## src/rtl/core/assert_macros.svh

```systemverilog
// assertion macros shared by the steering controller modules
// no dependencies; taken in by files that check their own logic
`ifndef ASSERT_MACROS_SVH
`define ASSERT_MACROS_SVH

// plain property, checking off while reset is held
`define LFSP_ASSERT_RST(lbl, clk, rst_n, prop, msg) \
    lbl: assert property (@(posedge clk) disable iff (!rst_n) (prop)) else $error(msg);

// same-cycle implication, checking off while reset is held
`define LFSP_ASSERT_IMPL(lbl, clk, rst_n, ante, cons, msg) \
    lbl: assert property (@(posedge clk) disable iff (!rst_n) (ante) |-> (cons)) \
        else $error(msg);

// next-cycle implication, checking off while reset is held
`define LFSP_ASSERT_NEXT(lbl, clk, rst_n, ante, cons, msg) \
    lbl: assert property (@(posedge clk) disable iff (!rst_n) (ante) |=> (cons)) \
        else $error(msg);

`endif

```

## src/rtl/core/lfsp_pkg.sv

```systemverilog
// types, constants and the sensor pattern decoder of the steering controller
// no dependencies
package lfsp_pkg;

    localparam int SENSOR_COUNT = 14;
    localparam int DIV_W        = 48;
    localparam int DIV_CNT_W    = $clog2(DIV_W + 1);
    localparam int DEN_W        = 20;

    localparam logic signed [31:0] DRIVE_LIMIT  = 32'sd25344;
    localparam logic signed [31:0] INTEG_WINDOW = 32'sd23040;
    localparam logic signed [15:0] SUM_LIMIT    = 16'sd32000;
    localparam logic signed [20:0] SPEED_P_Q16  = 21'sd4915;
    localparam logic signed [20:0] MEGA         = 21'sd1000000;
    localparam logic [DIV_W-1:0]   HALF_MEGA    = DIV_W'(500000);
    localparam logic [16:0]        WEIGHT_ONE   = 17'd65536;
    // floor(2^39 / 1e6), reciprocal for the integral scaling
    localparam logic signed [20:0] RECIP_MEGA   = 21'sd549755;

    localparam logic [1:0] OP_SPEED_P = 2'd1;
    localparam logic [1:0] OP_P_ONLY  = 2'd2;
    localparam int         OP_INVERT_BIT = 0;

    typedef enum logic [2:0] {
        CFG_PROP_GAIN   = 3'd0,
        CFG_INTEG_GAIN  = 3'd1,
        CFG_DERIV_GAIN  = 3'd2,
        CFG_DERIV_WGT   = 3'd3,
        CFG_PERIOD      = 3'd4
    } t_cfg_idx;

    typedef struct packed {
        logic [15:0] prop_gain;
        logic [15:0] integral_gain;
        logic [15:0] deriv_gain;
        logic [16:0] deriv_weight;
        logic [15:0] period_us;
    } t_cfg;

    typedef struct packed {
        logic              hit;
        logic signed [4:0] err;
    } t_dec;

    typedef struct packed {
        logic               hit;
        logic signed [4:0]  err;
        logic signed [15:0] speed;
        logic [1:0]         op;
    } t_cmd;

    typedef enum logic [4:0] {
        S_IDLE, S_P, S_P2, S_PFIN,
        S_I1, S_I2, S_I3,
        S_IR1, S_IR2, S_IR3, S_IR4, S_IR5, S_IR6, S_IR7,
        S_D1, S_D2, S_D3, S_DWAIT,
        S_F1, S_F2, S_F3, S_OUT
    } t_state;

    function automatic t_dec lfsp_decode(input logic [SENSOR_COUNT-1:0] pat);
        t_dec d;
        d.hit = 1'b1;
        d.err = '0;
        case (pat)
            14'b00000000000001: d.err = -5'sd12;
            14'b00000000000011: d.err = -5'sd11;
            14'b00000000000111: d.err = -5'sd10;
            14'b00000000001110: d.err = -5'sd9;
            14'b00000000001100: d.err = -5'sd8;
            14'b00000000011100: d.err = -5'sd7;
            14'b00000000011000: d.err = -5'sd6;
            14'b00000000111000: d.err = -5'sd5;
            14'b00000000110000: d.err = -5'sd4;
            14'b00000001110000: d.err = -5'sd3;
            14'b00000001100000: d.err = -5'sd2;
            14'b00000011100000: d.err = -5'sd1;
            14'b00000011000000: d.err = 5'sd0;
            14'b00000111000000: d.err = 5'sd1;
            14'b00000110000000: d.err = 5'sd2;
            14'b00001110000000: d.err = 5'sd3;
            14'b00001100000000: d.err = 5'sd4;
            14'b00011100000000: d.err = 5'sd5;
            14'b00011000000000: d.err = 5'sd6;
            14'b00111000000000: d.err = 5'sd7;
            14'b00110000000000: d.err = 5'sd8;
            14'b01110000000000: d.err = 5'sd9;
            14'b11100000000000: d.err = 5'sd10;
            14'b11000000000000: d.err = 5'sd11;
            14'b10000000000000: d.err = 5'sd12;
            14'b00000011110000: d.err = -5'sd1;
            14'b00000111111000: d.err = -5'sd1;
            14'b00001111111100: d.err = -5'sd1;
            14'b00011111111110: d.err = -5'sd1;
            14'b00000111100000: d.err = 5'sd0;
            14'b00001111110000: d.err = 5'sd0;
            14'b00011111111000: d.err = 5'sd0;
            14'b00111111111100: d.err = 5'sd0;
            14'b00001111000000: d.err = 5'sd1;
            14'b00011111100000: d.err = 5'sd1;
            14'b00111111110000: d.err = 5'sd1;
            14'b01111111111000: d.err = 5'sd1;
            14'b11111000000001: d.err = -5'sd2;
            14'b11100000000001: d.err = -5'sd1;
            14'b11110000000011: d.err = -5'sd1;
            14'b10000000000001: d.err = 5'sd0;
            14'b11000000000011: d.err = 5'sd0;
            14'b11100000000111: d.err = 5'sd0;
            14'b10000000000111: d.err = -5'sd1;
            14'b11000000001111: d.err = -5'sd1;
            14'b10000000011111: d.err = -5'sd2;
            14'b11000001100000: d.err = -5'sd2;
            14'b10000011100000: d.err = -5'sd1;
            14'b10000011000001: d.err = 5'sd0;
            14'b00000111000001: d.err = 5'sd1;
            14'b10000110000011: d.err = 5'sd2;
            14'b11100001100000: d.err = -5'sd2;
            14'b01100001100000: d.err = -5'sd2;
            14'b10000001100000: d.err = -5'sd2;
            14'b11100011100000: d.err = -5'sd1;
            14'b11000011100000: d.err = -5'sd1;
            14'b01100011000000: d.err = 5'sd0;
            14'b11100011000000: d.err = 5'sd0;
            14'b11000011000000: d.err = 5'sd0;
            14'b10000011000000: d.err = 5'sd0;
            14'b01100111000000: d.err = 5'sd1;
            14'b11100111000000: d.err = 5'sd1;
            14'b11000111000000: d.err = 5'sd1;
            14'b10000111000000: d.err = 5'sd1;
            14'b01100110000000: d.err = 5'sd2;
            14'b11100110000000: d.err = 5'sd2;
            14'b11000110000000: d.err = 5'sd2;
            14'b10000110000000: d.err = 5'sd2;
            14'b10001110000000: d.err = 5'sd3;
            14'b10001100000000: d.err = 5'sd4;
            14'b00000110000110: d.err = 5'sd2;
            14'b00000110000111: d.err = 5'sd2;
            14'b00000110000011: d.err = 5'sd2;
            14'b00000110000001: d.err = 5'sd2;
            14'b00000111000111: d.err = 5'sd1;
            14'b00000111000011: d.err = 5'sd1;
            14'b00000011000110: d.err = 5'sd0;
            14'b00000011000111: d.err = 5'sd0;
            14'b00000011000011: d.err = 5'sd0;
            14'b00000011000001: d.err = 5'sd0;
            14'b00000011100110: d.err = -5'sd1;
            14'b00000011100111: d.err = -5'sd1;
            14'b00000011100011: d.err = -5'sd1;
            14'b00000011100001: d.err = -5'sd1;
            14'b00000001100110: d.err = -5'sd2;
            14'b00000001100111: d.err = -5'sd2;
            14'b00000001100011: d.err = -5'sd2;
            14'b00000001100001: d.err = -5'sd2;
            14'b00000001110001: d.err = -5'sd3;
            14'b00000000110001: d.err = -5'sd4;
            default: begin
                d.hit = 1'b0;
                d.err = '0;
            end
        endcase
        return d;
    endfunction

endpackage

```

## src/rtl/core/lfsp_front.sv

```systemverilog
// front end: takes items, decodes the sensor pattern, holds a two-entry queue
// depends on lfsp_pkg
`include "assert_macros.svh"

module lfsp_front import lfsp_pkg::*; (
    input  logic                    i_clk,
    input  logic                    i_rst_n,
    input  logic                    i_push,
    output logic                    o_full,
    input  logic [SENSOR_COUNT-1:0] i_sensor_pattern,
    input  logic signed [15:0]      i_base_speed,
    input  logic [1:0]              i_operation,
    output logic                    o_q_valid,
    output t_cmd                    o_q_cmd,
    input  logic                    i_q_pop
);

    t_cmd       r_q [2];
    logic       r_wr_ptr, r_rd_ptr;
    logic [1:0] r_count;
    logic       wr_en, rd_en;
    logic [SENSOR_COUNT-1:0] pat;
    t_dec       dec;
    t_cmd       cmd;

    assign o_full    = (r_count == 2'd2);
    assign o_q_valid = (r_count != 2'd0);
    assign o_q_cmd   = r_q[r_rd_ptr];
    assign wr_en     = i_push && !o_full;
    assign rd_en     = i_q_pop && o_q_valid;

    always_comb begin
        pat = i_operation[OP_INVERT_BIT] ? ~i_sensor_pattern : i_sensor_pattern;
        dec = lfsp_decode(pat);
        cmd.hit   = dec.hit;
        cmd.err   = dec.err;
        cmd.speed = i_base_speed;
        cmd.op    = i_operation;
    end

    always_ff @(posedge i_clk) begin
        if (wr_en) begin
            r_q[r_wr_ptr] <= cmd;
        end
    end

    always_ff @(posedge i_clk) begin
        if (!i_rst_n) begin
            r_wr_ptr <= 1'b0;
            r_rd_ptr <= 1'b0;
            r_count  <= 2'd0;
        end else begin
            if (wr_en) r_wr_ptr <= !r_wr_ptr;
            if (rd_en) r_rd_ptr <= !r_rd_ptr;
            r_count <= r_count + 2'(wr_en) - 2'(rd_en);
        end
    end

    `LFSP_ASSERT_RST(a_count_bound, i_clk, i_rst_n, r_count <= 2'd2, "queue count overflow")
    `LFSP_ASSERT_NEXT(a_push_fills, i_clk, i_rst_n, wr_en && !rd_en, r_count != 2'd0, "item lost in queue")

endmodule

```

## src/rtl/core/lfsp_divider.sv

```systemverilog
// radix-2 restoring divider, one quotient bit per cycle
// depends on lfsp_pkg
module lfsp_divider import lfsp_pkg::*; (
    input  logic             i_clk,
    input  logic             i_rst_n,
    input  logic             i_start,
    input  logic [DIV_W-1:0] i_num,
    input  logic [DEN_W-1:0] i_den,
    output logic             o_busy,
    output logic             o_done,
    output logic [DIV_W-1:0] o_quot
);

    logic [DIV_W-1:0]     r_num;
    logic [DEN_W-1:0]     r_rem, r_den;
    logic [DIV_CNT_W-1:0] r_cnt;
    logic                 r_busy, r_done;
    logic [DEN_W:0]       rem_sh;
    logic                 fits;

    assign rem_sh = {r_rem, r_num[DIV_W-1]};
    assign fits   = (rem_sh >= {1'b0, r_den});
    assign o_busy = r_busy;
    assign o_done = r_done;
    assign o_quot = r_num;

    always_ff @(posedge i_clk) begin
        if (i_start && !r_busy) begin
            r_num <= i_num;
            r_den <= i_den;
            r_rem <= '0;
        end else if (r_busy) begin
            r_num <= {r_num[DIV_W-2:0], fits};
            r_rem <= fits ? DEN_W'(rem_sh - {1'b0, r_den}) : rem_sh[DEN_W-1:0];
        end
    end

    always_ff @(posedge i_clk) begin
        if (!i_rst_n) begin
            r_busy <= 1'b0;
            r_done <= 1'b0;
            r_cnt  <= '0;
        end else begin
            r_done <= 1'b0;
            if (i_start && !r_busy) begin
                r_busy <= 1'b1;
                r_cnt  <= DIV_CNT_W'(DIV_W);
            end else if (r_busy) begin
                r_cnt <= r_cnt - 1'b1;
                if (r_cnt == DIV_CNT_W'(1)) begin
                    r_busy <= 1'b0;
                    r_done <= 1'b1;
                end
            end
        end
    end

endmodule

```

## src/rtl/core/lfsp_back.sv

```systemverilog
// back end: sequencer with one shared multiplier and the divider, controller
// state and the result register; depends on lfsp_pkg and lfsp_divider
`include "assert_macros.svh"

module lfsp_back import lfsp_pkg::*; (
    input  logic               i_clk,
    input  logic               i_rst_n,
    input  t_cfg               i_cfg,
    input  logic               i_q_valid,
    input  t_cmd               i_q_cmd,
    output logic               o_q_pop,
    output logic               o_empty,
    input  logic               i_pop,
    output logic signed [4:0]  o_line_error,
    output logic signed [15:0] o_yaw_drive,
    output logic signed [16:0] o_right_setpoint,
    output logic signed [16:0] o_left_setpoint
);

    function automatic logic signed [55:0] round_q16(input logic signed [55:0] v);
        logic [55:0] mag, q;
        mag = v[55] ? 56'(-v) : 56'(v);
        q   = (mag + 56'd32768) >> 16;
        return v[55] ? -$signed(q) : $signed(q);
    endfunction

    t_state             r_state, n_state;
    logic signed [4:0]  r_e, n_e, r_prev_e, n_prev_e;
    logic signed [5:0]  r_diff, n_diff;
    logic signed [15:0] r_s, n_s, r_sum, n_sum;
    logic [1:0]         r_op, n_op;
    logic signed [53:0] r_prod, n_prod, r_acc, n_acc;
    logic signed [31:0] r_p, n_p, r_i, n_i, r_draw, n_draw, r_fd, n_fd;
    logic signed [31:0] r_prev_drive, n_prev_drive;
    logic               r_dneg, n_dneg;
    logic               r_out_valid, n_out_valid;
    logic signed [4:0]  r_o_err, n_o_err;
    logic signed [15:0] r_o_yaw, n_o_yaw;
    logic signed [16:0] r_o_right, n_o_right, r_o_left, n_o_left;

    logic signed [32:0] mul_a;
    logic signed [20:0] mul_b;
    logic               div_start, div_busy, div_done;
    logic [DIV_W-1:0]   div_num, div_quot;
    logic [DEN_W-1:0]   div_den;

    logic [15:0]        period;
    logic [16:0]        weight;
    logic [53:0]        prod_mag;

    assign period   = (i_cfg.period_us == 16'd0) ? 16'd1 : i_cfg.period_us;
    assign weight   = (i_cfg.deriv_weight > WEIGHT_ONE) ? WEIGHT_ONE : i_cfg.deriv_weight;
    assign prod_mag = r_prod[53] ? 54'(-r_prod) : 54'(r_prod);
    assign n_prod   = mul_a * mul_b;

    assign o_empty          = !r_out_valid;
    assign o_line_error     = r_o_err;
    assign o_yaw_drive      = r_o_yaw;
    assign o_right_setpoint = r_o_right;
    assign o_left_setpoint  = r_o_left;

    lfsp_divider u_div (
        .i_clk   (i_clk),
        .i_rst_n (i_rst_n),
        .i_start (div_start),
        .i_num   (div_num),
        .i_den   (div_den),
        .o_busy  (div_busy),
        .o_done  (div_done),
        .o_quot  (div_quot)
    );

    always_comb begin
        logic signed [4:0]  e;
        logic               win, blk_lo, blk_hi;
        logic signed [33:0] dsum;
        logic signed [31:0] drive;
        logic signed [17:0] s18, y18, sp, sm, m;
        logic signed [55:0] fsum;
        logic [31:0]        qi;

        n_state      = r_state;
        n_e          = r_e;
        n_prev_e     = r_prev_e;
        n_diff       = r_diff;
        n_s          = r_s;
        n_sum        = r_sum;
        n_op         = r_op;
        n_acc        = r_acc;
        n_p          = r_p;
        n_i          = r_i;
        n_draw       = r_draw;
        n_fd         = r_fd;
        n_prev_drive = r_prev_drive;
        n_dneg       = r_dneg;
        n_out_valid  = r_out_valid && !i_pop;
        n_o_err      = r_o_err;
        n_o_yaw      = r_o_yaw;
        n_o_right    = r_o_right;
        n_o_left     = r_o_left;
        o_q_pop      = 1'b0;
        mul_a        = '0;
        mul_b        = '0;
        div_start    = 1'b0;
        div_num      = prod_mag[DIV_W-1:0] + DIV_W'(period >> 1);
        div_den      = DEN_W'(period);
        e            = i_q_cmd.hit ? i_q_cmd.err : r_prev_e;
        win          = (r_prev_drive > -INTEG_WINDOW) && (r_prev_drive < INTEG_WINDOW);
        blk_lo       = (r_sum < -SUM_LIMIT) && (e < 0);
        blk_hi       = (r_sum > SUM_LIMIT) && (e > 0);
        dsum         = 34'(r_p) + 34'(r_i) + 34'(r_fd);
        drive        = (dsum[33:31] == 3'b000 || dsum[33:31] == 3'b111) ? dsum[31:0]
                     : (dsum[33] ? 32'sh8000_0000 : 32'sh7FFF_FFFF);
        y18          = (drive > DRIVE_LIMIT) ? 18'(DRIVE_LIMIT)
                     : (drive < -DRIVE_LIMIT) ? 18'(-DRIVE_LIMIT) : 18'(drive);
        s18          = 18'(r_s);
        sp           = s18 + y18;
        sm           = s18 - y18;
        m            = s18;
        fsum         = 56'(r_acc) + 56'(r_prod);
        qi           = r_i + 32'(r_acc >= 54'(MEGA));

        case (r_state)
            S_IDLE: begin
                if (i_q_valid) begin
                    o_q_pop  = 1'b1;
                    n_e      = e;
                    n_diff   = 6'(e) - 6'(r_prev_e);
                    n_prev_e = e;
                    n_s      = i_q_cmd.speed;
                    n_op     = i_q_cmd.op;
                    if (win && !blk_lo && !blk_hi) n_sum = r_sum + 16'(e);
                    n_state  = S_P;
                end
            end
            S_P: begin
                mul_b = 21'(r_e);
                if (r_op == OP_SPEED_P) begin
                    mul_a   = 33'(r_s);
                    n_state = S_P2;
                end else begin
                    mul_a   = $signed({17'd0, i_cfg.prop_gain});
                    n_state = S_PFIN;
                end
            end
            S_P2: begin
                mul_a   = r_prod[32:0];
                mul_b   = SPEED_P_Q16;
                n_state = S_PFIN;
            end
            S_PFIN: begin
                n_p = (r_op == OP_SPEED_P) ? 32'(round_q16(56'(r_prod))) : r_prod[31:0];
                if (r_op == OP_SPEED_P || r_op == OP_P_ONLY) begin
                    n_i     = '0;
                    n_draw  = '0;
                    n_state = S_F1;
                end else begin
                    n_state = S_I1;
                end
            end
            S_I1: begin
                mul_a   = $signed({17'd0, i_cfg.integral_gain});
                mul_b   = 21'(r_sum);
                n_state = S_I2;
            end
            S_I2: begin
                mul_a   = r_prod[32:0];
                mul_b   = $signed({5'd0, period});
                n_state = S_I3;
            end
            // rounded magnitude numerator, below 2^47
            S_I3: begin
                n_acc   = $signed(prod_mag + 54'(HALF_MEGA));
                n_dneg  = r_prod[53];
                n_state = S_IR1;
            end
            // first quotient estimate from the top 32 bits, low by at most a few hundred
            S_IR1: begin
                mul_a   = $signed({1'b0, r_acc[46:15]});
                mul_b   = RECIP_MEGA;
                n_state = S_IR2;
            end
            S_IR2: begin
                n_i     = $signed({4'd0, r_prod[51:24]});
                mul_a   = $signed({5'd0, r_prod[51:24]});
                mul_b   = MEGA;
                n_state = S_IR3;
            end
            S_IR3: begin
                n_acc   = r_acc - r_prod;
                n_state = S_IR4;
            end
            // second estimate on the remainder, low by at most one
            S_IR4: begin
                mul_a   = $signed({5'd0, r_acc[27:0]});
                mul_b   = RECIP_MEGA;
                n_state = S_IR5;
            end
            S_IR5: begin
                n_i     = r_i + 32'(r_prod[47:39]);
                mul_a   = $signed({24'd0, r_prod[47:39]});
                mul_b   = MEGA;
                n_state = S_IR6;
            end
            S_IR6: begin
                n_acc   = r_acc - r_prod;
                n_state = S_IR7;
            end
            S_IR7: begin
                n_i     = r_dneg ? -$signed(qi) : $signed(qi);
                n_state = S_D1;
            end
            S_D1: begin
                mul_a   = $signed({17'd0, i_cfg.deriv_gain});
                mul_b   = 21'(r_diff);
                n_state = S_D2;
            end
            S_D2: begin
                mul_a   = r_prod[32:0];
                mul_b   = MEGA;
                n_state = S_D3;
            end
            S_D3: begin
                div_start = 1'b1;
                n_dneg    = r_prod[53];
                n_state   = S_DWAIT;
            end
            S_DWAIT: begin
                if (div_done) begin
                    if (!r_dneg) begin
                        n_draw = (div_quot > DIV_W'(32'h7FFF_FFFF)) ? 32'sh7FFF_FFFF
                               : $signed(div_quot[31:0]);
                    end else begin
                        n_draw = (div_quot > DIV_W'(32'h8000_0000)) ? 32'sh8000_0000
                               : -$signed(div_quot[31:0]);
                    end
                    n_state = S_F1;
                end
            end
            S_F1: begin
                mul_a   = 33'(r_draw);
                mul_b   = $signed({4'd0, weight});
                n_state = S_F2;
            end
            S_F2: begin
                n_acc   = r_prod;
                mul_a   = 33'(r_fd);
                mul_b   = $signed({3'd0, 18'(WEIGHT_ONE) - 18'(weight)});
                n_state = S_F3;
            end
            S_F3: begin
                n_fd    = 32'(round_q16(fsum));
                n_state = S_OUT;
            end
            S_OUT: begin
                if (!r_out_valid || i_pop) begin
                    if (sp > 18'(DRIVE_LIMIT)) begin
                        m = s18 - (sp - 18'(DRIVE_LIMIT));
                    end else if (sm < 18'(-DRIVE_LIMIT)) begin
                        m = s18 - (sm + 18'(DRIVE_LIMIT));
                    end
                    n_prev_drive = drive;
                    n_out_valid  = 1'b1;
                    n_o_err      = r_e;
                    n_o_yaw      = y18[15:0];
                    n_o_right    = 17'(m - y18);
                    n_o_left     = 17'(m + y18);
                    n_state      = S_IDLE;
                end
            end
            default: n_state = S_IDLE;
        endcase
    end

    always_ff @(posedge i_clk) begin
        if (!i_rst_n) begin
            r_state      <= S_IDLE;
            r_out_valid  <= 1'b0;
            r_prev_e     <= '0;
            r_sum        <= '0;
            r_prev_drive <= '0;
            r_fd         <= '0;
        end else begin
            r_state      <= n_state;
            r_out_valid  <= n_out_valid;
            r_prev_e     <= n_prev_e;
            r_sum        <= n_sum;
            r_prev_drive <= n_prev_drive;
            r_fd         <= n_fd;
        end
    end

    always_ff @(posedge i_clk) begin
        r_e       <= n_e;
        r_diff    <= n_diff;
        r_s       <= n_s;
        r_op      <= n_op;
        r_prod    <= n_prod;
        r_acc     <= n_acc;
        r_p       <= n_p;
        r_i       <= n_i;
        r_draw    <= n_draw;
        r_dneg    <= n_dneg;
        r_o_err   <= n_o_err;
        r_o_yaw   <= n_o_yaw;
        r_o_right <= n_o_right;
        r_o_left  <= n_o_left;
    end

    `LFSP_ASSERT_IMPL(a_div_idle, i_clk, i_rst_n, r_state == S_IDLE, !div_busy, "divider busy while sequencer idle")
    `LFSP_ASSERT_RST(a_sum_range, i_clk, i_rst_n, r_sum >= -16'sd32012 && r_sum <= 16'sd32012, "error sum out of range")
    `LFSP_ASSERT_NEXT(a_out_hold, i_clk, i_rst_n, r_state == S_OUT && r_out_valid && !i_pop, r_state == S_OUT, "result overwrote a waiting item")

endmodule

```

## src/rtl/core/line_follow_steering_pid.sv

```systemverilog
// top level of the line follower steering controller
// depends on lfsp_pkg, lfsp_front, lfsp_back (and lfsp_divider below it)

// Steering PID for a line-following robot. Items go in through a queue-like
// push/full port and results come out through an empty/pop port, one result
// per item, in order. The front end decodes the 14-bit sensor pattern as the
// item is taken and parks it in a two-entry queue; with the item the back end
// is working on and one finished result, up to four items are held while the
// output side stalls. The back end runs one item at a time on a single 33x21
// multiplier: mode 1 (speed-scaled P) and mode 2 (P only) skip the
// integral and the derivative division; full PID (modes 0 and 3) spends
// most of its time in the bit-serial division of the derivative by the
// period; the integral scaling by period/1e6 is a reciprocal multiply with two
// correction passes. A result waiting on pop holds the back end in S_OUT.
// Gains and filter weight are written through i_cfg_we/i_cfg_idx/i_cfg_data
// and must only change while the block holds no item.
module line_follow_steering_pid import lfsp_pkg::*; (
    input  logic                    i_clk,
    input  logic                    i_rst_n,
    // configuration writes
    input  logic                    i_cfg_we,
    input  logic [2:0]              i_cfg_idx,
    input  logic [16:0]             i_cfg_data,
    // item input
    input  logic                    push,
    output logic                    full,
    input  logic [SENSOR_COUNT-1:0] i_sensor_pattern,
    input  logic signed [15:0]      i_base_speed,
    input  logic [1:0]              i_operation,
    // result output
    output logic                    empty,
    input  logic                    pop,
    output logic signed [4:0]       o_line_error,
    output logic signed [15:0]      o_yaw_drive,
    output logic signed [16:0]      o_right_setpoint,
    output logic signed [16:0]      o_left_setpoint
);

    t_cfg r_cfg;
    logic q_valid, q_pop;
    t_cmd q_cmd;

    // register file; indexes past the last register are dropped
    always_ff @(posedge i_clk) begin
        if (!i_rst_n) begin
            r_cfg.prop_gain     <= 16'd0;
            r_cfg.integral_gain <= 16'd0;
            r_cfg.deriv_gain    <= 16'd0;
            r_cfg.deriv_weight  <= 17'd0;
            r_cfg.period_us     <= 16'd1000;
        end else if (i_cfg_we) begin
            case (t_cfg_idx'(i_cfg_idx))
                CFG_PROP_GAIN:  r_cfg.prop_gain     <= i_cfg_data[15:0];
                CFG_INTEG_GAIN: r_cfg.integral_gain <= i_cfg_data[15:0];
                CFG_DERIV_GAIN: r_cfg.deriv_gain    <= i_cfg_data[15:0];
                CFG_DERIV_WGT:  r_cfg.deriv_weight  <= i_cfg_data;
                CFG_PERIOD:     r_cfg.period_us     <= i_cfg_data[15:0];
                default: ;
            endcase
        end
    end

    // decode and buffer
    lfsp_front u_front (
        .i_clk            (i_clk),
        .i_rst_n          (i_rst_n),
        .i_push           (push),
        .o_full           (full),
        .i_sensor_pattern (i_sensor_pattern),
        .i_base_speed     (i_base_speed),
        .i_operation      (i_operation),
        .o_q_valid        (q_valid),
        .o_q_cmd          (q_cmd),
        .i_q_pop          (q_pop)
    );

    // arithmetic sequencer and result register
    lfsp_back u_back (
        .i_clk            (i_clk),
        .i_rst_n          (i_rst_n),
        .i_cfg            (r_cfg),
        .i_q_valid        (q_valid),
        .i_q_cmd          (q_cmd),
        .o_q_pop          (q_pop),
        .o_empty          (empty),
        .i_pop            (pop),
        .o_line_error     (o_line_error),
        .o_yaw_drive      (o_yaw_drive),
        .o_right_setpoint (o_right_setpoint),
        .o_left_setpoint  (o_left_setpoint)
    );

endmodule

```

## config.mk

```make
export PLATFORM = sky130hd
export DESIGN_NAME = line_follow_steering_pid
export DESIGN_NICKNAME = d
export VERILOG_FILES = /design/src/rtl/core/lfsp_pkg.sv /design/src/rtl/core/lfsp_front.sv /design/src/rtl/core/lfsp_divider.sv /design/src/rtl/core/lfsp_back.sv /design/src/rtl/core/line_follow_steering_pid.sv
export VERILOG_INCLUDE_DIRS = /design/src /design/src/rtl/core
export SDC_FILE = /design/constraint.sdc
export NUM_CORES = 2
export LEC_CHECK = 0
export BUFFER_PORTS_ARGS = -buffer_cell sky130_fd_sc_hd__buf_2
export CAP_MARGIN = 20
export CELL_PAD_IN_SITES_DETAIL_PLACEMENT = 0
export CELL_PAD_IN_SITES_GLOBAL_PLACEMENT = 1
export CORE_AREA = 8 8 419 421
export DETAILED_ROUTE_END_ITERATION = 8
export DIE_AREA = 0 0 427 429
export HOLD_SLACK_MARGIN = 0.1
export PLACE_DENSITY = 0.87
export SYNTH_ARGS = -nofsm -noshare
export SYNTH_HDL_FRONTEND = slang
export SYNTH_SLANG_ARGS = --single-unit
```

## constraint.sdc

```tcl
create_clock -name i_clk -period 27.3 [get_ports i_clk]
set_clock_uncertainty 0.05 [all_clocks]
set_input_delay 1.365 -clock i_clk [delete_from_list [all_inputs] [get_ports i_clk]]
set_output_delay 1.365 -clock i_clk [all_outputs]
set_load 0.005 [all_outputs]
```

=== After elaboration in Yosys (flattened, before gate mapping) ===
Memory sizes are Yosys's and may differ from the RTL's. A register that Yosys moved wholly into a read port is not among the register bits.
Index checks and enable logic that the tools add are counted.

* Add/subtract/negate cells: 32
* Multipliers: 1
* Magnitude comparators: 15
* Eq/ne operators: 124
* Muxes and demuxes: 56
* Bitwise logic cells: 3
* Reductions and logical operators: 56

{| class="wikitable"
|+ Operators with widths
! kind !! count
|-
| $eq 14x14->1 const B || 31
|-
| $mux 32 || 11
|-
| $pmux 33 s10 || 1
|-
| $mux 48 || 4
|-
| $pmux 21 s9 || 1
|-
| $pmux 54 s3 || 1
|-
| $eq 14x8->1 const B || 11
|-
| $eq 14x9->1 const B || 11
|-
| $neg 32->32 || 4
|-
| $pmux 32 s4 || 1
|-
| $pmux 5 s24 || 1
|-
| $pmux 5 s22 || 1
|-
| $eq 14x7->1 const B || 7
|-
| $add 48x16->48 const B || 2
|-
| $neg 48->48 || 2
|-
| $reduce_or 90->1 || 1
|-
| $mux 17 || 5
|-
| $eq 14x13->1 const B || 6
|-
| $eq 14x10->1 const B || 5
|-
| $eq 14x11->1 const B || 5
|-
| $gt 32x16->1 const B || 2
|-
| $lt 32x16->1 const B || 2
|-
| $pmux 32 s2 || 1
|-
| $eq 14x12->1 const B || 4
|-
| other kinds (82) || 167
|}

* Flip-flop bits (word level): 557
* Bits in writable memories: 48
* Input port bits: 57
* Logic and storage cells: 323
* Memories kept: 1

{| class="wikitable"
|+ Memories
! name !! words !! width !! rd ports !! clocked after memory_dff !! write ports !! RTL line !! text
|-
| u_front.r_q || 2 || 24 || 1 || 1 || 1 || lfsp_front.sv:18 || <nowiki>t_cmd r_q [2];</nowiki>
|}

=== Longest topological paths before layout ===
* Depth in word-level cells: 16
* Mapped depth: 71

=== By module ===
Synthesis repeated with hierarchy kept, for this count alone.

* Cell total of the unflattened synthesis: 8903
* Area total of the unflattened synthesis: 76039.2 µm²

{| class="wikitable"
|+ Modules (own cells, without submodules)
! module !! times used !! cells an instance !! area each (µm²)
|-
| lfsp_back || 1 || 7757 || 64511.9
|-
| lfsp_divider || 1 || 503 || 4918.5
|-
| lfsp_front || 1 || 350 || 3584.7
|-
| line_follow_steering_pid || 1 || 293 || 3024.2
|}

=== Worst setup path after synthesis ===
Ideal clock, no wire load.

* Kind: reg-to-reg
* Start: reg u_back.r_i[1]
* End: reg u_back.r_o_right[16], in the netlist u_back.o_right_setpoint[16] (data pin)
* Library setup time: 0.264 ns
* Arrival time: 12.033 ns
* Setup slack: 14.953 ns
* Stages on the path, launching flop included: 64
* Path buffers: 3
* Cell sequence: edfxtp_1 -> fa_1 -> ha_1 -> fa_1 -> a21o_1 -> a21oi_1 -> o21bai_1 -> a21oi_1 -> o21bai_1 -> a221o_1 -> a211oi_1 -> nor3_1 -> nor3_1 -> o41ai_1 -> a21o_1 -> a21oi_1 -> xnor2_1 -> and2_1 -> [... 28 more ...] -> fa_1 -> a21oi_1 -> nor2_1 -> nor2_1 -> o21ai_0 -> a21oi_1 -> o21bai_1 -> a21oi_1 -> nor2_1 -> nor2_1 -> nor2_1 -> o21a_1 -> o21ai_0 -> nand2b_1 -> a21oi_1 -> o21bai_1 -> a221oi_1 -> xnor2_1

* Word-level cells in the longest chain between the ends: 16
* Elaborated cells on any way between the ends: 24

{| class="wikitable"
|+ Ends and longest elaborated chain
! item !! RTL line !! text
|-
| start: declaration || lfsp_back.sv:33 || <nowiki>logic signed [31:0] r_p, n_p, r_i, n_i, r_draw, n_draw, r_fd, n_fd;</nowiki>
|-
| start signal: assignment || lfsp_back.sv:301 || <nowiki>r_i <= n_i;</nowiki>
|-
| $add 32x32->33 * || lfsp_back.sv:111 || <nowiki>dsum = 34'(r_p) + 34'(r_i) + 34'(r_fd);</nowiki>
|-
| $add 33x32->34 * || lfsp_back.sv:111 ||
|-
| $eq 3x3->1 or $logic_not 3->1 (tied branches) || lfsp_back.sv:112 || <nowiki>drive = (dsum[33:31] == 3'b000 || dsum[33:31] == 3'b111) ? dsum[31:0]</nowiki>
|-
| $logic_or 1x1->1 || lfsp_back.sv:112 ||
|-
| $mux 32 * || lfsp_back.sv:112 ||
|-
| $lt 32x16->1 || lfsp_back.sv:115 || <nowiki>: (drive < -DRIVE_LIMIT) ? 18'(-DRIVE_LIMIT) : 18'(drive);</nowiki>
|-
| $mux 18 || lfsp_back.sv:115 ||
|-
| $mux 18 * || lfsp_back.sv:114 || <nowiki>y18 = (drive > DRIVE_LIMIT) ? 18'(DRIVE_LIMIT)</nowiki>
|-
| $sub 16x18->18 || lfsp_back.sv:118 || <nowiki>sm = s18 - y18;</nowiki>
|-
| $add 17x16->17 || lfsp_back.sv:260 || <nowiki>m = s18 - (sm + 18'(DRIVE_LIMIT));</nowiki>
|-
| $sub 16x17->17 || lfsp_back.sv:260 ||
|-
| $mux 17 || lfsp_back.sv:259 || <nowiki>end else if (sm < 18'(-DRIVE_LIMIT)) begin</nowiki>
|-
| $mux 17 || lfsp_back.sv:257 || <nowiki>if (sp > 18'(DRIVE_LIMIT)) begin</nowiki>
|-
| $mux 17 || lfsp_back.sv:256 || <nowiki>if (!r_out_valid || i_pop) begin</nowiki>
|-
| $mux 17 || lfsp_back.sv:123 || <nowiki>case (r_state)</nowiki>
|-
| $sub 17x17->17 * || lfsp_back.sv:266 || <nowiki>n_o_right = 17'(m - y18);</nowiki>
|-
| end signal: assignment || lfsp_back.sv:306 || <nowiki>r_o_right <= n_o_right;</nowiki>
|-
| end: declaration || lfsp_back.sv:39 || <nowiki>logic signed [16:0] r_o_right, n_o_right, r_o_left, n_o_left;</nowiki>
|}

Mark *: on every way between the ends. The rest lies on a longest branch, timed or not. The select of a mux whose other input is x is not followed.
A chain may end at the register's enable or synchronous reset.

=== Worst setup path after layout ===
Ends and elaborated chain as after synthesis.

==> impl_metrics.csv <==
group,metric,value,unit
global_route,grt.total_usage,29.5,%
clock_tree,cts_num_sinks,605,
worst_hold_path,worstHoldPathCells,2,
sta,setup_violations,0,
setup_path,cpMostUsedCell,"a21oi_1",
floorplanning,die_y,429,µm
global_route,grt_max_degree,95,
clock_tree,numCtsBuffers,72,
cells_and_area,nets,10200,
setup_path,required,27.67,ns
setup_path,critical-path-top-delay-family,"compound AO/OA/AOI/OAI gates",
setup_path,worstRegToRegCells,61,
logic_synthesis,synth-edff-count,346,
pwr,power,10.1,mW
floorplanning,io_pins,114,
pwr,power_density,124,mW/mm²
sta,maxSlewViolCount,0,
worst_hold_path,hp-class,"reg -> reg",
setup_path,cp_num_buf_inv,3,
detailed_routing,drc,0,
sta,worstMarginPinSlew,1.39,ns
sta,max_freq,69.0,MHz
clock_tree,cts_buffer_depth,3,
logic_synthesis,yosysWarnings,0,
pwr,p_leak,33.1,nW
logic_synthesis,yosysSeqAreaShare,20.6,%
detailed_routing,via_per_inst,6.02,
logic_synthesis,synth.avg_cell_area,8.40,µm²
logic_synthesis,synth-seq-cells,605,
logic_synthesis,synthesis.nets,10300,
detailed_routing,wl_per_cell,24.8,µm
detailed_routing,drt_first_pass_iters,6,
floorplanning,coreArea,0.169,mm²
setup_path,worst-r2r-setup-slack,12.81,ns
setup_path,worst-setup-path-type,"reg -> reg",
setup_path,cp-end-kind,"flop",
logic_synthesis,syn_area,0.0755,mm²
cells_and_area,seq_area,0.0156,mm²
global_route,grt_pass1_vias,66200,
clock_tree,cts_setup_buffers,0,
placed_design,place_hpwl,219,mm
placed_design,gp_congestion,1.03,
pwr,peakVddDrop,0.000138,V
cells_and_area,fillers,16200,
sta,hold_ws,0.404,ns
global_route,grt.overflow.total,0,
floorplanning,die_w,427,µm
cells_and_area,fin_util,48.0,%
cells_and_area,synthToLayoutAreaGrowth,7.09,%
global_route,grt_pass1_wl,417,mm
clock_tree,clk_pin_slew,0.07,ns
logic_synthesis,ys_types,133,
placed_design,portBuffers,113,
clock_tree,cts_tree,"yes",
clock_tree,cts_htree_levels,3,
sta,fin_crit_sh,53.1,%
setup_path,startpoint_type,"flop",
global_route,antenna_found_initial,17,
run,maxCapViolCount,0,
sta,tns,0,ns
logic_synthesis,synthArstFlopShare,0,%
worst_hold_path,min-delay-start,"r_cfg[75]",
detailed_routing,wirelength,277,mm
clock_tree,clock_latency,0.69,ns
setup_path,crit-reg2reg-capture,"u_back.o_right_setpoint[16]",
setup_path,cpPeakStageDelay,0.83,ns
setup_path,worstPathMaxFanout,32,
floorplanning,die_area,0.183,mm²
floorplanning,initial_utilization,44.8,%
sta,rsz0062_at_grt,"false",
detailed_routing,drtAntennaViolNets,0,
worst_hold_path,worstHoldEndpoint,"r_cfg[75]",
sta,period_needed,14.49,ns
logic_synthesis,synthFlopType,"edfxtp_1",
setup_path,critPathArrivalTime,14.86,ns
sta,maxSlewHeadroom,7.46,%
cells_and_area,drive_gt1_share,6.54,%
clock_tree,cts_hold_buffers,0,
setup_path,r2r_start,"u_back.r_i[1]",
detailed_routing,vias,67300,
outcome,outcome,"finished clean",
sta,hold_violations,0,
setup_path,worst_path_max_delay_cell,"a2111oi_0",
detailed_routing,first_iter_violations,6831,
logic_synthesis,synth_cells,8995,
clock_tree,root_buffer,"clkbuf_16",
clock_tree,cts.repair.resized,0,
cells_and_area,multi_input_area,0.0545,mm²
floorplanning,row_count,151,
==> routing by layer <==
| metal | part of all wire [%] | track usage, % |
|---|---|---|
| met1 | 40 | 37.9 |
| met2 | 45 | 47.3 |
| met3 | 8.7 | 5.42 |
| met4 | 6.5 | 15.1 |
| met5 | 0.015 | 0 |
==> how the worst max path moves through the flow <==
stage,startpoint,to,cells after the start
6_report,u_back.r_i[1],u_back.o_right_setpoint[16],61
5_1_grt,u_back.r_i[1],u_back.o_right_setpoint[16],61
4_1_cts,u_back.r_i[1],u_back.o_right_setpoint[16],61
3_5_place_dp,u_back.r_i[2],u_back.o_right_setpoint[16],60
3_3_place_gp,u_back.r_i[2],u_back.o_right_setpoint[16],60
2_1_floorplan,u_back.r_i[1],u_back.o_right_setpoint[16],63
==> where the power goes <==
part,switching [mW],leakage (nW),internal [mW]
sequential,0.230,5.27,1.33
clock,0.445,1.21,0.599
combinational,4.74,26.6,2.71
==> kinds of logic after synthesis <==
logic type | Yosys count | synth area share, %
buf+inv | 1458 | 7.50
fa+ha+maj | 1213 | 27.4
compound gates | 1819 | 15.8
mux | 96 | 1.33
simple gates | 3155 | 19.8
flops | 605 | 20.6
xor+xnor | 649 | 7.55
==> worst min-delay path, stage by stage, from the launching register on <==
cell     delay, ns
dfxtp_1       0.31
nand2_1       0.05
a21oi_1       0.05
==> layout by cell type (no fill, tap or decap), types with 258 or more instances in the layout <==
| cell | count |
|---|---|
| ha_1 | 479 |
| edfxtp_1 | 346 |
| dfxtp_1 | 258 |
| inv_1 | 998 |
| a21oi_1 | 502 |
| xnor2_1 | 443 |
| nand2_1 | 1277 |
| o21ai_0 | 363 |
| nor2_1 | 649 |
| fa_1 | 733 |
==> layout make-up <==
cell class	instances	area share, %
Antenna cell	6	0.0186
Clock buffer	92	2.50
Timing Repair Buffer	263	2.15
Sequential cell	605	19.3
Clock inverter	40	0.585
Multi-Input combinational cell	6932	67.4
Inverter	1011	4.70
Tap cell	2218	3.43
==> flip-flops by register name, summed over array words and instances (netlist names), 17 cells and up, named ones only <==
| name | count |
|---|---|
| u_back.u_div.o_quot | 48 |
| u_back.r_draw | 32 |
| u_back.r_p | 32 |
| u_back.r_i | 32 |
| u_back.o_left_setpoint | 17 |
| u_back.u_div.r_rem | 20 |
| u_front.r_q | 48 |
| u_back.r_prev_drive | 32 |
| u_back.r_acc | 54 |
| r_cfg | 81 |
| u_back.r_fd | 32 |
| u_back.r_prod | 54 |
==> synthesized netlist by cell type, types with 66 or more instances <==
| cell type | count | area [µm²] |
|---|---|---|
| xnor2_1 | 443 | 3880 |
| nand3_1 | 180 | 901 |
| dfxtp_1 | 259 | 5180 |
| nor2_1 | 657 | 2470 |
| a21o_1 | 109 | 818 |
| edfxtp_1 | 346 | 10400 |
| mux2i_1 | 66 | 661 |
| o21bai_1 | 84 | 631 |
| clkbuf_1 | 376 | 1410 |
| a22oi_1 | 85 | 638 |
| xor2_1 | 203 | 1780 |
| a21oi_1 | 504 | 2520 |
| nand2_1 | 1278 | 4800 |
| o21ai_0 | 363 | 1820 |
| nor2b_1 | 134 | 838 |
| nand4_1 | 101 | 632 |
| nor4_1 | 79 | 494 |
| ha_1 | 480 | 6010 |
| or3_1 | 94 | 588 |
| nand2b_1 | 98 | 613 |
| fa_1 | 733 | 14700 |
| and2_1 | 100 | 626 |
| nor3_1 | 165 | 826 |
| inv_1 | 999 | 3750 |
==> through the flow <==
stage                     setup slack, ns  area, µm²  cells
after floorplan                     14.95      75500   8995
final                               12.81      80900  11200
after global routing                11.78      80900  11200
after global placement              13.31      78300  11000
after detailed placement            13.12      78300  11000
after CTS                           13.02      80800  11200
Note: power is estimated with default switching activity, not from simulation.
